--- src/hdl/bsu_pkg.sv ---
// shared types, codes and field widths of the breakpoint and step unit
package bsu_pkg;

    localparam int SOURCE_BITS = 16;
    localparam int LINE_BITS   = 20;
    localparam int DEPTH_BITS  = 8;
    localparam int OP_BITS     = 4;
    localparam int SLOT_BITS   = 3;

    typedef enum logic [OP_BITS-1:0] {
        OP_EVENT      = 4'd0,
        OP_SET_BP     = 4'd1,
        OP_CLEAR_BP   = 4'd2,
        OP_CLEAR_ALL  = 4'd3,
        OP_STEP_OVER  = 4'd4,
        OP_STEP_INTO  = 4'd5,
        OP_STEP_OUT   = 4'd6,
        OP_CONTINUE   = 4'd7,
        OP_PAUSE      = 4'd8
    } t_op;

    typedef enum logic [1:0] {
        ST_OK       = 2'd0,
        ST_BAD_SLOT = 2'd1,
        ST_FULL     = 2'd2
    } t_status;

    typedef struct packed {
        logic [OP_BITS-1:0]     operation;
        logic                   location_valid;
        logic [SOURCE_BITS-1:0] file_id;
        logic [LINE_BITS-1:0]   line;
        logic [DEPTH_BITS-1:0]  frame_depth;
        logic [SLOT_BITS-1:0]   slot;
    } t_in_word;

    typedef struct packed {
        logic                 stop;
        logic                 stop_reason;
        logic [1:0]           status;
        logic [SLOT_BITS-1:0] slot_id;
        logic                 paused;
    } t_out_word;

    // requests to the breakpoint table, already qualified by the item advancing
    typedef struct packed {
        logic                   set;
        logic                   clear;
        logic                   clear_all;
        logic [SLOT_BITS-1:0]   slot;
        logic [SOURCE_BITS-1:0] source;
        logic [LINE_BITS-1:0]   line;
    } t_tbl_cmd;

    typedef struct packed {
        logic                 hit;
        t_status              status;
        logic [SLOT_BITS-1:0] slot_id;
    } t_tbl_rsp;

    typedef struct packed {
        logic stop;
        logic reason;
        logic paused;
    } t_mode_rsp;

endpackage

--- src/hdl/breakpoint_and_step_unit.sv ---
// top level of the breakpoint and single-step unit
//
//  channel  | valid        | ready        | word                  | direction
//  ---------+--------------+--------------+-----------------------+----------
//  input    | i_in_valid   | o_in_ready   | i_in_word  (t_in_word)  | in
//  result   | o_out_valid  | i_out_ready  | o_out_word (t_out_word) | out
//
// one result word per input word, one word per cycle sustained while i_out_ready is high
// each word passes the input register, then the table and mode logic into the result register
// the table match and free-slot search are parallel compares over all slots
// synchronous active-low reset clears the table marks, fill count, mode and flags
// a stalled result holds its word; the input register keeps taking words until
// both it and the result register are full
module breakpoint_and_step_unit #(
    parameter int BREAKPOINT_SLOTS = 8
) (
    input  logic               i_clk,
    input  logic               i_rst_n,
    input  logic               i_in_valid,
    output logic               o_in_ready,
    input  bsu_pkg::t_in_word  i_in_word,
    output logic               o_out_valid,
    input  logic               i_out_ready,
    output bsu_pkg::t_out_word o_out_word
);
    import bsu_pkg::*;

    // input stage
    logic     r_in_vld;
    t_in_word r_in;

    // result stage
    logic      r_out_vld;
    t_out_word r_out, n_out;

    logic      adv;        // word in the input register is processed this cycle
    logic      in_take;
    t_tbl_cmd  tbl_cmd;
    t_tbl_rsp  tbl_rsp;
    t_mode_rsp mode_rsp;

    // the result register frees up when empty or being drained
    assign adv        = r_in_vld && (!r_out_vld || i_out_ready);
    assign o_in_ready = !r_in_vld || adv;
    assign in_take    = i_in_valid && o_in_ready;

    // table requests are only raised for the word that advances
    always_comb begin
        tbl_cmd.set       = adv && (r_in.operation == OP_SET_BP);
        tbl_cmd.clear     = adv && (r_in.operation == OP_CLEAR_BP);
        tbl_cmd.clear_all = adv && (r_in.operation == OP_CLEAR_ALL);
        tbl_cmd.slot      = r_in.slot;
        tbl_cmd.source    = r_in.file_id;
        tbl_cmd.line      = r_in.line;
    end

    bsu_bp_table #(
        .SLOTS (BREAKPOINT_SLOTS)
    ) u_table (
        .i_clk   (i_clk),
        .i_rst_n (i_rst_n),
        .i_cmd   (tbl_cmd),
        .o_rsp   (tbl_rsp)
    );

    bsu_mode_ctrl u_mode (
        .i_clk    (i_clk),
        .i_rst_n  (i_rst_n),
        .i_apply  (adv),
        .i_word   (r_in),
        .i_bp_hit (tbl_rsp.hit),
        .o_rsp    (mode_rsp)
    );

    // merge table status and stop decision into one result word
    always_comb begin
        n_out.stop        = mode_rsp.stop;
        n_out.stop_reason = mode_rsp.reason;
        n_out.status      = tbl_rsp.status;
        n_out.slot_id     = tbl_rsp.slot_id;
        n_out.paused      = mode_rsp.paused;
    end

    // handshake flags
    always_ff @(posedge i_clk) begin
        if (!i_rst_n) begin
            r_in_vld  <= 1'b0;
            r_out_vld <= 1'b0;
        end else begin
            if (in_take) begin
                r_in_vld <= 1'b1;
            end else if (adv) begin
                r_in_vld <= 1'b0;
            end
            if (adv) begin
                r_out_vld <= 1'b1;
            end else if (i_out_ready) begin
                r_out_vld <= 1'b0;
            end
        end
    end

    // payload registers, no reset
    always_ff @(posedge i_clk) begin
        if (in_take) begin
            r_in <= i_in_word;
        end
        if (adv) begin
            r_out <= n_out;
        end
    end

    assign o_out_valid = r_out_vld;
    assign o_out_word  = r_out;

    a_adv_fills_out: assert property (@(posedge i_clk) disable iff (!i_rst_n)
        adv |=> r_out_vld)
        else $error("processed word did not reach the result register");

    a_stop_has_paused: assert property (@(posedge i_clk) disable iff (!i_rst_n)
        (r_out_vld && r_out.stop) |-> (r_out.paused && r_out.status == ST_OK))
        else $error("stop result without paused flag or with error status");

    a_no_reason_without_stop: assert property (@(posedge i_clk) disable iff (!i_rst_n)
        (r_out_vld && !r_out.stop) |-> !r_out.stop_reason)
        else $error("stop reason set without a stop");

    a_hold_when_blocked: assert property (@(posedge i_clk) disable iff (!i_rst_n)
        (r_in_vld && !adv) |=> (r_in_vld && $stable(r_in)))
        else $error("input register lost a waiting word");

endmodule

--- src/hdl/bsu_bp_table.sv ---
// breakpoint slot table: storage, parallel match and first-free slot search
module bsu_bp_table #(
    parameter int SLOTS = 8
) (
    input  logic              i_clk,
    input  logic              i_rst_n,
    input  bsu_pkg::t_tbl_cmd i_cmd,
    output bsu_pkg::t_tbl_rsp o_rsp
);
    import bsu_pkg::*;

    localparam int SLOT_W = (SLOTS > 1) ? $clog2(SLOTS) : 1;
    localparam int CNT_W  = $clog2(SLOTS + 1);
    localparam int CMP_W  = (CNT_W > SLOT_BITS) ? CNT_W : SLOT_BITS;

    logic [SOURCE_BITS-1:0] r_src  [SLOTS];
    logic [LINE_BITS-1:0]   r_line [SLOTS];
    logic [SLOTS-1:0]       r_active, n_active;
    logic [CNT_W-1:0]       r_used, n_used;

    logic [SLOTS-1:0]  used_mask, hit_vec, free_vec, wr_vec;
    logic              found, room, do_set, clr_ok;
    logic [SLOT_W-1:0] free_idx, wr_idx;

    always_comb begin
        for (int i = 0; i < SLOTS; i++) begin
            used_mask[i] = CNT_W'(i) < r_used;
            hit_vec[i]   = r_active[i] && (r_src[i] == i_cmd.source)
                           && (r_line[i] == i_cmd.line);
            free_vec[i]  = used_mask[i] && !r_active[i];
        end
        // lowest inactive slot in use wins
        found    = 1'b0;
        free_idx = '0;
        for (int i = SLOTS - 1; i >= 0; i--) begin
            if (free_vec[i]) begin
                found    = 1'b1;
                free_idx = SLOT_W'(i);
            end
        end
        room   = r_used < CNT_W'(SLOTS);
        wr_idx = found ? free_idx : r_used[SLOT_W-1:0];
        do_set = i_cmd.set && (found || room);
        clr_ok = CMP_W'(i_cmd.slot) < CMP_W'(r_used);

        for (int i = 0; i < SLOTS; i++) begin
            wr_vec[i] = do_set && (wr_idx == SLOT_W'(i));
        end

        n_active = r_active | wr_vec;
        if (i_cmd.clear_all) begin
            n_active = '0;
        end
        if (i_cmd.clear && clr_ok) begin
            for (int i = 0; i < SLOTS; i++) begin
                if (CMP_W'(i) == CMP_W'(i_cmd.slot)) begin
                    n_active[i] = 1'b0;
                end
            end
        end
        n_used = (do_set && !found) ? r_used + CNT_W'(1) : r_used;

        o_rsp.hit     = |hit_vec;
        o_rsp.slot_id = do_set ? SLOT_BITS'(wr_idx) : '0;
        if (i_cmd.set && !do_set) begin
            o_rsp.status = ST_FULL;
        end else if (i_cmd.clear && !clr_ok) begin
            o_rsp.status = ST_BAD_SLOT;
        end else begin
            o_rsp.status = ST_OK;
        end
    end

    always_ff @(posedge i_clk) begin
        if (!i_rst_n) begin
            r_active <= '0;
            r_used   <= '0;
        end else begin
            r_active <= n_active;
            r_used   <= n_used;
        end
    end

    always_ff @(posedge i_clk) begin
        for (int i = 0; i < SLOTS; i++) begin
            if (wr_vec[i]) begin
                r_src[i]  <= i_cmd.source;
                r_line[i] <= i_cmd.line;
            end
        end
    end

    a_used_bound: assert property (@(posedge i_clk) disable iff (!i_rst_n)
        r_used <= CNT_W'(SLOTS))
        else $error("breakpoint fill count beyond table size");

    a_active_in_use: assert property (@(posedge i_clk) disable iff (!i_rst_n)
        (r_active & ~used_mask) == '0)
        else $error("active breakpoint above fill count");

    a_full_only_when_full: assert property (@(posedge i_clk) disable iff (!i_rst_n)
        (i_cmd.set && o_rsp.status == ST_FULL) |-> (r_used == CNT_W'(SLOTS) && !found))
        else $error("table full reported with a slot free");

endmodule

--- src/hdl/bsu_mode_ctrl.sv ---
// run mode, step origin and paused flag, with the per-event stop decision
module bsu_mode_ctrl (
    input  logic               i_clk,
    input  logic               i_rst_n,
    input  logic               i_apply,
    input  bsu_pkg::t_in_word  i_word,
    input  logic               i_bp_hit,
    output bsu_pkg::t_mode_rsp o_rsp
);
    import bsu_pkg::*;

    typedef enum logic [2:0] {
        MODE_RUN       = 3'd0,
        MODE_PAUSE     = 3'd1,
        MODE_STEP_OVER = 3'd2,
        MODE_STEP_INTO = 3'd3,
        MODE_STEP_OUT  = 3'd4
    } t_mode;

    t_mode                  r_mode, n_mode;
    logic [DEPTH_BITS-1:0]  r_depth, n_depth;
    logic [LINE_BITS-1:0]   r_line, n_line;
    logic [SOURCE_BITS-1:0] r_src, n_src;
    logic                   r_paused, n_paused;

    logic moved, mode_hit, stop;

    always_comb begin
        moved = (i_word.file_id != r_src) || (i_word.line != r_line);
        case (r_mode)
            MODE_RUN:       mode_hit = 1'b0;
            MODE_PAUSE:     mode_hit = 1'b1;
            MODE_STEP_INTO: mode_hit = moved;
            MODE_STEP_OVER: mode_hit = moved && (i_word.frame_depth <= r_depth);
            MODE_STEP_OUT:  mode_hit = i_word.frame_depth < r_depth;
            default:        mode_hit = 1'b0;
        endcase

        stop     = 1'b0;
        n_mode   = r_mode;
        n_depth  = r_depth;
        n_line   = r_line;
        n_src    = r_src;
        n_paused = r_paused;

        case (i_word.operation)
            OP_EVENT: begin
                stop = i_word.location_valid && (mode_hit || i_bp_hit);
                if (stop) begin
                    n_paused = 1'b1;
                end
            end
            OP_STEP_OVER, OP_STEP_INTO, OP_STEP_OUT: begin
                case (i_word.operation)
                    OP_STEP_OVER: n_mode = MODE_STEP_OVER;
                    OP_STEP_INTO: n_mode = MODE_STEP_INTO;
                    default:      n_mode = MODE_STEP_OUT;
                endcase
                n_depth  = i_word.frame_depth;
                n_src    = i_word.location_valid ? i_word.file_id : '0;
                n_line   = i_word.location_valid ? i_word.line : '0;
                n_paused = 1'b0;
            end
            OP_CONTINUE: begin
                n_mode   = MODE_RUN;
                n_paused = 1'b0;
            end
            OP_PAUSE: begin
                n_mode = MODE_PAUSE;
            end
            default: begin
            end
        endcase

        o_rsp.stop   = stop;
        o_rsp.reason = stop && (r_mode != MODE_RUN);
        o_rsp.paused = n_paused;
    end

    always_ff @(posedge i_clk) begin
        if (!i_rst_n) begin
            r_mode   <= MODE_RUN;
            r_depth  <= '0;
            r_line   <= '0;
            r_src    <= '0;
            r_paused <= 1'b0;
        end else if (i_apply) begin
            r_mode   <= n_mode;
            r_depth  <= n_depth;
            r_line   <= n_line;
            r_src    <= n_src;
            r_paused <= n_paused;
        end
    end

    a_continue_runs: assert property (@(posedge i_clk) disable iff (!i_rst_n)
        (i_apply && i_word.operation == OP_CONTINUE) |=> (r_mode == MODE_RUN && !r_paused))
        else $error("continue did not resume run mode");

    a_stop_pauses: assert property (@(posedge i_clk) disable iff (!i_rst_n)
        (i_apply && o_rsp.stop) |=> r_paused)
        else $error("stop did not set the paused flag");

    a_unresolved_quiet: assert property (@(posedge i_clk) disable iff (!i_rst_n)
        (i_word.operation == OP_EVENT && !i_word.location_valid) |-> !o_rsp.stop)
        else $error("stop on an unresolved location");

endmodule
--- config.mk ---
export PLATFORM = sky130hd
export DESIGN_NAME = breakpoint_and_step_unit
export DESIGN_NICKNAME = d
export VERILOG_FILES = /design/src/hdl/bsu_pkg.sv /design/src/hdl/breakpoint_and_step_unit.sv /design/src/hdl/bsu_bp_table.sv /design/src/hdl/bsu_mode_ctrl.sv
export SDC_FILE = /design/constraint.sdc
export NUM_CORES = 1
export LEC_CHECK = 0
export BUFFER_PORTS_ARGS = -buffer_cell sky130_fd_sc_hd__buf_2
export CORE_ASPECT_RATIO = 1.5
export CORE_MARGIN = 2
export CORE_UTILIZATION = 50
export CTS_CLUSTER_SIZE = 8
export DETAILED_ROUTE_END_ITERATION = 8
export PLACE_DENSITY = 0.66
export SYNTH_ARGS = -nofsm -noshare
export SYNTH_HDL_FRONTEND = slang
export SYNTH_SLANG_ARGS = --single-unit
--- constraint.sdc ---
create_clock -name i_clk -period 7.5 [get_ports i_clk]
set_input_delay 0.75 -clock i_clk [delete_from_list [all_inputs] [get_ports i_clk]]
set_output_delay 0.75 -clock i_clk [all_outputs]
set_load 0.005 [all_outputs]
==> run_results.csv <==
group,metric,value,unit
global_routing,grt_first_pass_wirelength,58.2,mm
sta,rsz0062_at_grt,"false",
placed_design,portBuffers,65,
clocking,cts_tree,"yes",
synth,synth_top_area_share,60.6,%
synth,async_flop_share,0,%
synth,synth_cell_type_count,54,
critical_path,reg2reg_from,"u_table.r_used[0]",
global_routing,track_usage,21.9,%
global_routing,grt_max_degree,54,
synth,synth_seq_cells,410,
clocking,hold_buffers,0,
clocking,cts-buffers-inserted,57,
global_routing,antenna_found_initial,0,
clocking,clk_path_buf_depth,3,
clocking,clkSlewWorstSetupHoldPaths,50,ps
clocking,ctsRootBufferMaster,"clkbuf_16",
routing,avgViaCountPerCell,5.63,
sta,worst-slew-pin-transition,1200,ps
clocking,cts-htree-levels,2,
power,power_density,256,mW/mm²
clocking,post_cts_resized,0,
critical_path,cp.required,7670,ps
finish,final_cells,1764,
critical_path,end_kind,"flip-flop",
critical_path,critPathKind,"flip-flop to flip-flop",
routing,ant_nets,0,
sta,skew,21.2,ps
floorplanning,fp-row-count,83,
clocking,clock_sinks,410,
routing,drtIter0Drc,853,
synth,synth_nets,1269,
sta,fmax,296,MHz
synth,synth_edf_count,348,
synth,syn_avg_cell_area,14.4,µm²
routing,wire_per_inst,22.2,µm
finish,layout.nets,1376,
critical_path,worstPathArrival,3550,ps
placed_design,dp_hpwl,23.2,mm
sta,fin_crit,3380,ps
sta,setup_violations,0,
placed_design,pre_cts_slack,3790,ps
outcome,outcome,"complete, no violations",
finish,drive_above_1_share,14.3,%
power,vdd_drop_max,0.173,mV
critical_path,worstRegToRegCells,7,
synth,synth_area_leaders,"edfxtp_1 (61%), xnor2_1 (11%), dfxtp_1 (7.2%)",
floorplanning,die_w,156,µm
critical_path,crit_path_start_kind,"flip-flop",
worst_hold_path,min_path_type,"input port to flip-flop",
critical_path,crit_fanout,37,
floorplanning,core-area,0.0342,mm²
routing,first_pass_iters,5,
floorplanning,die_y,231,µm
sta,hold_viol_final,0,
synth,yosysSeqAreaShare,67.8,%
synth,yosys.area.top_type,"edfxtp_1",
critical_path,cp-startpoint,"u_table.r_used[0]",
worst_hold_path,hold_depth,1,
global_routing,grt_pass1_vias,9664,
sta,period_share,45.1,%
global_routing,overflow,0,
routing,vias,9940,
clocking,cts_setup_buffers,0,
routing,wirelength,39.2,mm
floorplanning,die-area,0.0360,mm²
floorplanning,io_pins,66,
finish,syn_to_final_growth,14.1,%
sta,maxSlewHeadroom,19.8,%
floorplanning,start_util,50.5,%
power,power,5050,µW
sta,fin_setup_tns,0,ps
flow_run,drv_cap,0,
placed_design,routabilityCongestion,0.911,
synth,syn_inst,1200,
sta,finalWorstSetupSlack,4120,ps
synth,ys_warn_count,0,
sta,finalHoldWorstSlack,348,ps
synth,synthFlopType,"edfxtp_1",
finish,insertedDiodeCount,0,
clocking,clk_latency,570,ps
routing,remaining_drc_errors,0,
power,p_leak,0.00636,µW
sta,finalMaxSlewViolations,0,
placed_design,dp_cells,1673,
worst_hold_path,hp-start,"i_in_word[46]",
synth,syn-cell-area,0.0173,mm²
metrics by stage:
step                utilization [%]  instance area, µm²
floorplan                         -               17300
global placement               53.0               18100
detailed placement             53.0               18100
CTS                            57.6               19700
global route                   57.6               19700
finish                         57.6               19700
where the power goes:
part / switching [µW] / total, µW / leakage, µW / internal (µW)
combinational: 169 / 260 / 0.00193 / 91.3
clock: 884 / 2270 / 0.000752 / 1390
sequential: 16.3 / 2520 / 0.00367 / 2500
cell usage after synthesis (2+ instances only):
cell / number
edfxtp_1: 348
xnor2_1: 216
xor2_1: 98
nand2_1: 67
nand4_1: 66
dfxtp_1: 62
a21oi_1: 57
nand3_1: 42
nor4_1: 37
inv_1: 26
nor2_1: 22
clkbuf_1: 19
buf_2: 17
ha_1: 13
buf_6: 12
nor2b_1: 10
buf_4: 8
o21ai_0: 8
o221a_1: 8
nand2b_1: 6
o21ai_1: 6
nor3_1: 5
o22ai_1: 4
a21o_1: 3
a2111oi_0: 2
a21oi_2: 2
a222oi_1: 2
a32oi_1: 2
inv_2: 2
o21a_1: 2
o21bai_1: 2
o2bb2ai_1: 2
o41ai_2: 2
xnor2_2: 2
area by class of cell:
type	count	area, µm²
fill	2684	14500
inverter	28	105
timing repair buffer	104	618
tap	425	532
clock inverter	3	26.3
sequential	410	11700
clock buffer	88	1540
multi-input combinational	706	5180
critical path, cell delays in order, from the launching register on:
cell	delay (ps)
dfxtp_1	440
inv_1	120
ha_1	270
o221a_2	280
nand2b_1	150
nor2_1	130
a21oi_2	600
nor2b_4	980
cell usage in the layout, fill, tap and decap left out, types with 2 or more instances in the layout:
master	n
nand4_1	66
xor2_1	98
inv_2	2
o21ai_0	8
a21oi_2	2
nor2b_4	4
inv_1	26
o21ai_1	6
o221a_1	8
o41ai_2	2
buf_2	65
xnor2_2	2
a32oi_1	2
nor2b_1	6
o21a_1	2
ha_1	13
inv_6	2
clkbuf_16	57
o21bai_1	2
nor2_4	4
dfxtp_1	62
a222oi_1	2
edfxtp_1	348
xnor2_1	216
a21o_1	3
nor4_1	37
nand2_1	67
nand2b_1	6
o22ai_1	4
o2bb2ai_1	2
clkbuf_1	31
nor3_1	5
buf_4	39
nand3_1	42
a21oi_1	56
a2111oi_0	2
nor2_1	18
state kept, by name, summed over array words and instances, names as in the netlist:
signal,flops
u_mode.r_line,20
o_out_word,8
u_mode.r_src,16
u_table.r_src,128
r_in_vld,1
u_mode.r_mode,3
o_out_valid,1
r_in,52
u_table.r_line,160
u_table.r_used,4
u_mode.r_paused,1
u_table.r_active,8
u_mode.r_depth,8
path summary, 6_finish.rpt:
check	endpoint	slack, ps
max	u_table.r_line[0][14]	4120
min	r_in[46]	350
max reg2reg	u_table.r_line[0][14]	4120
min reg2reg	u_mode.r_depth[5]	450
layer usage:
| layer | routed length (µm) | GRT usage (%) | vias to the layer above | part of all wire (%) |
|---|---|---|---|---|
| li1 | - | - | 4568 | - |
| met1 | 16000 | 28.5 | 4966 | 41 |
| met2 | 19700 | 37.2 | 332 | 50 |
| met3 | 2170 | 3.29 | 74 | 5.5 |
| met4 | 1370 | 8.69 | 0 | 3.5 |
| met5 | 0 | 0 | - | 0 |
cells by family (layout without fill, tap and decap cells):
kind of cell	after synthesis	after routing	share of synthesized area [%]
flops	410	410	67.8
xor+xnor	317	317	16.3
simple gates	264	264	8.04
compound gates	111	111	4.25
buf+inv	84	223	2.65
fa+ha+maj	13	13	0.943
mux	1	1	0.0580
(Power assumes the default switching activity.)
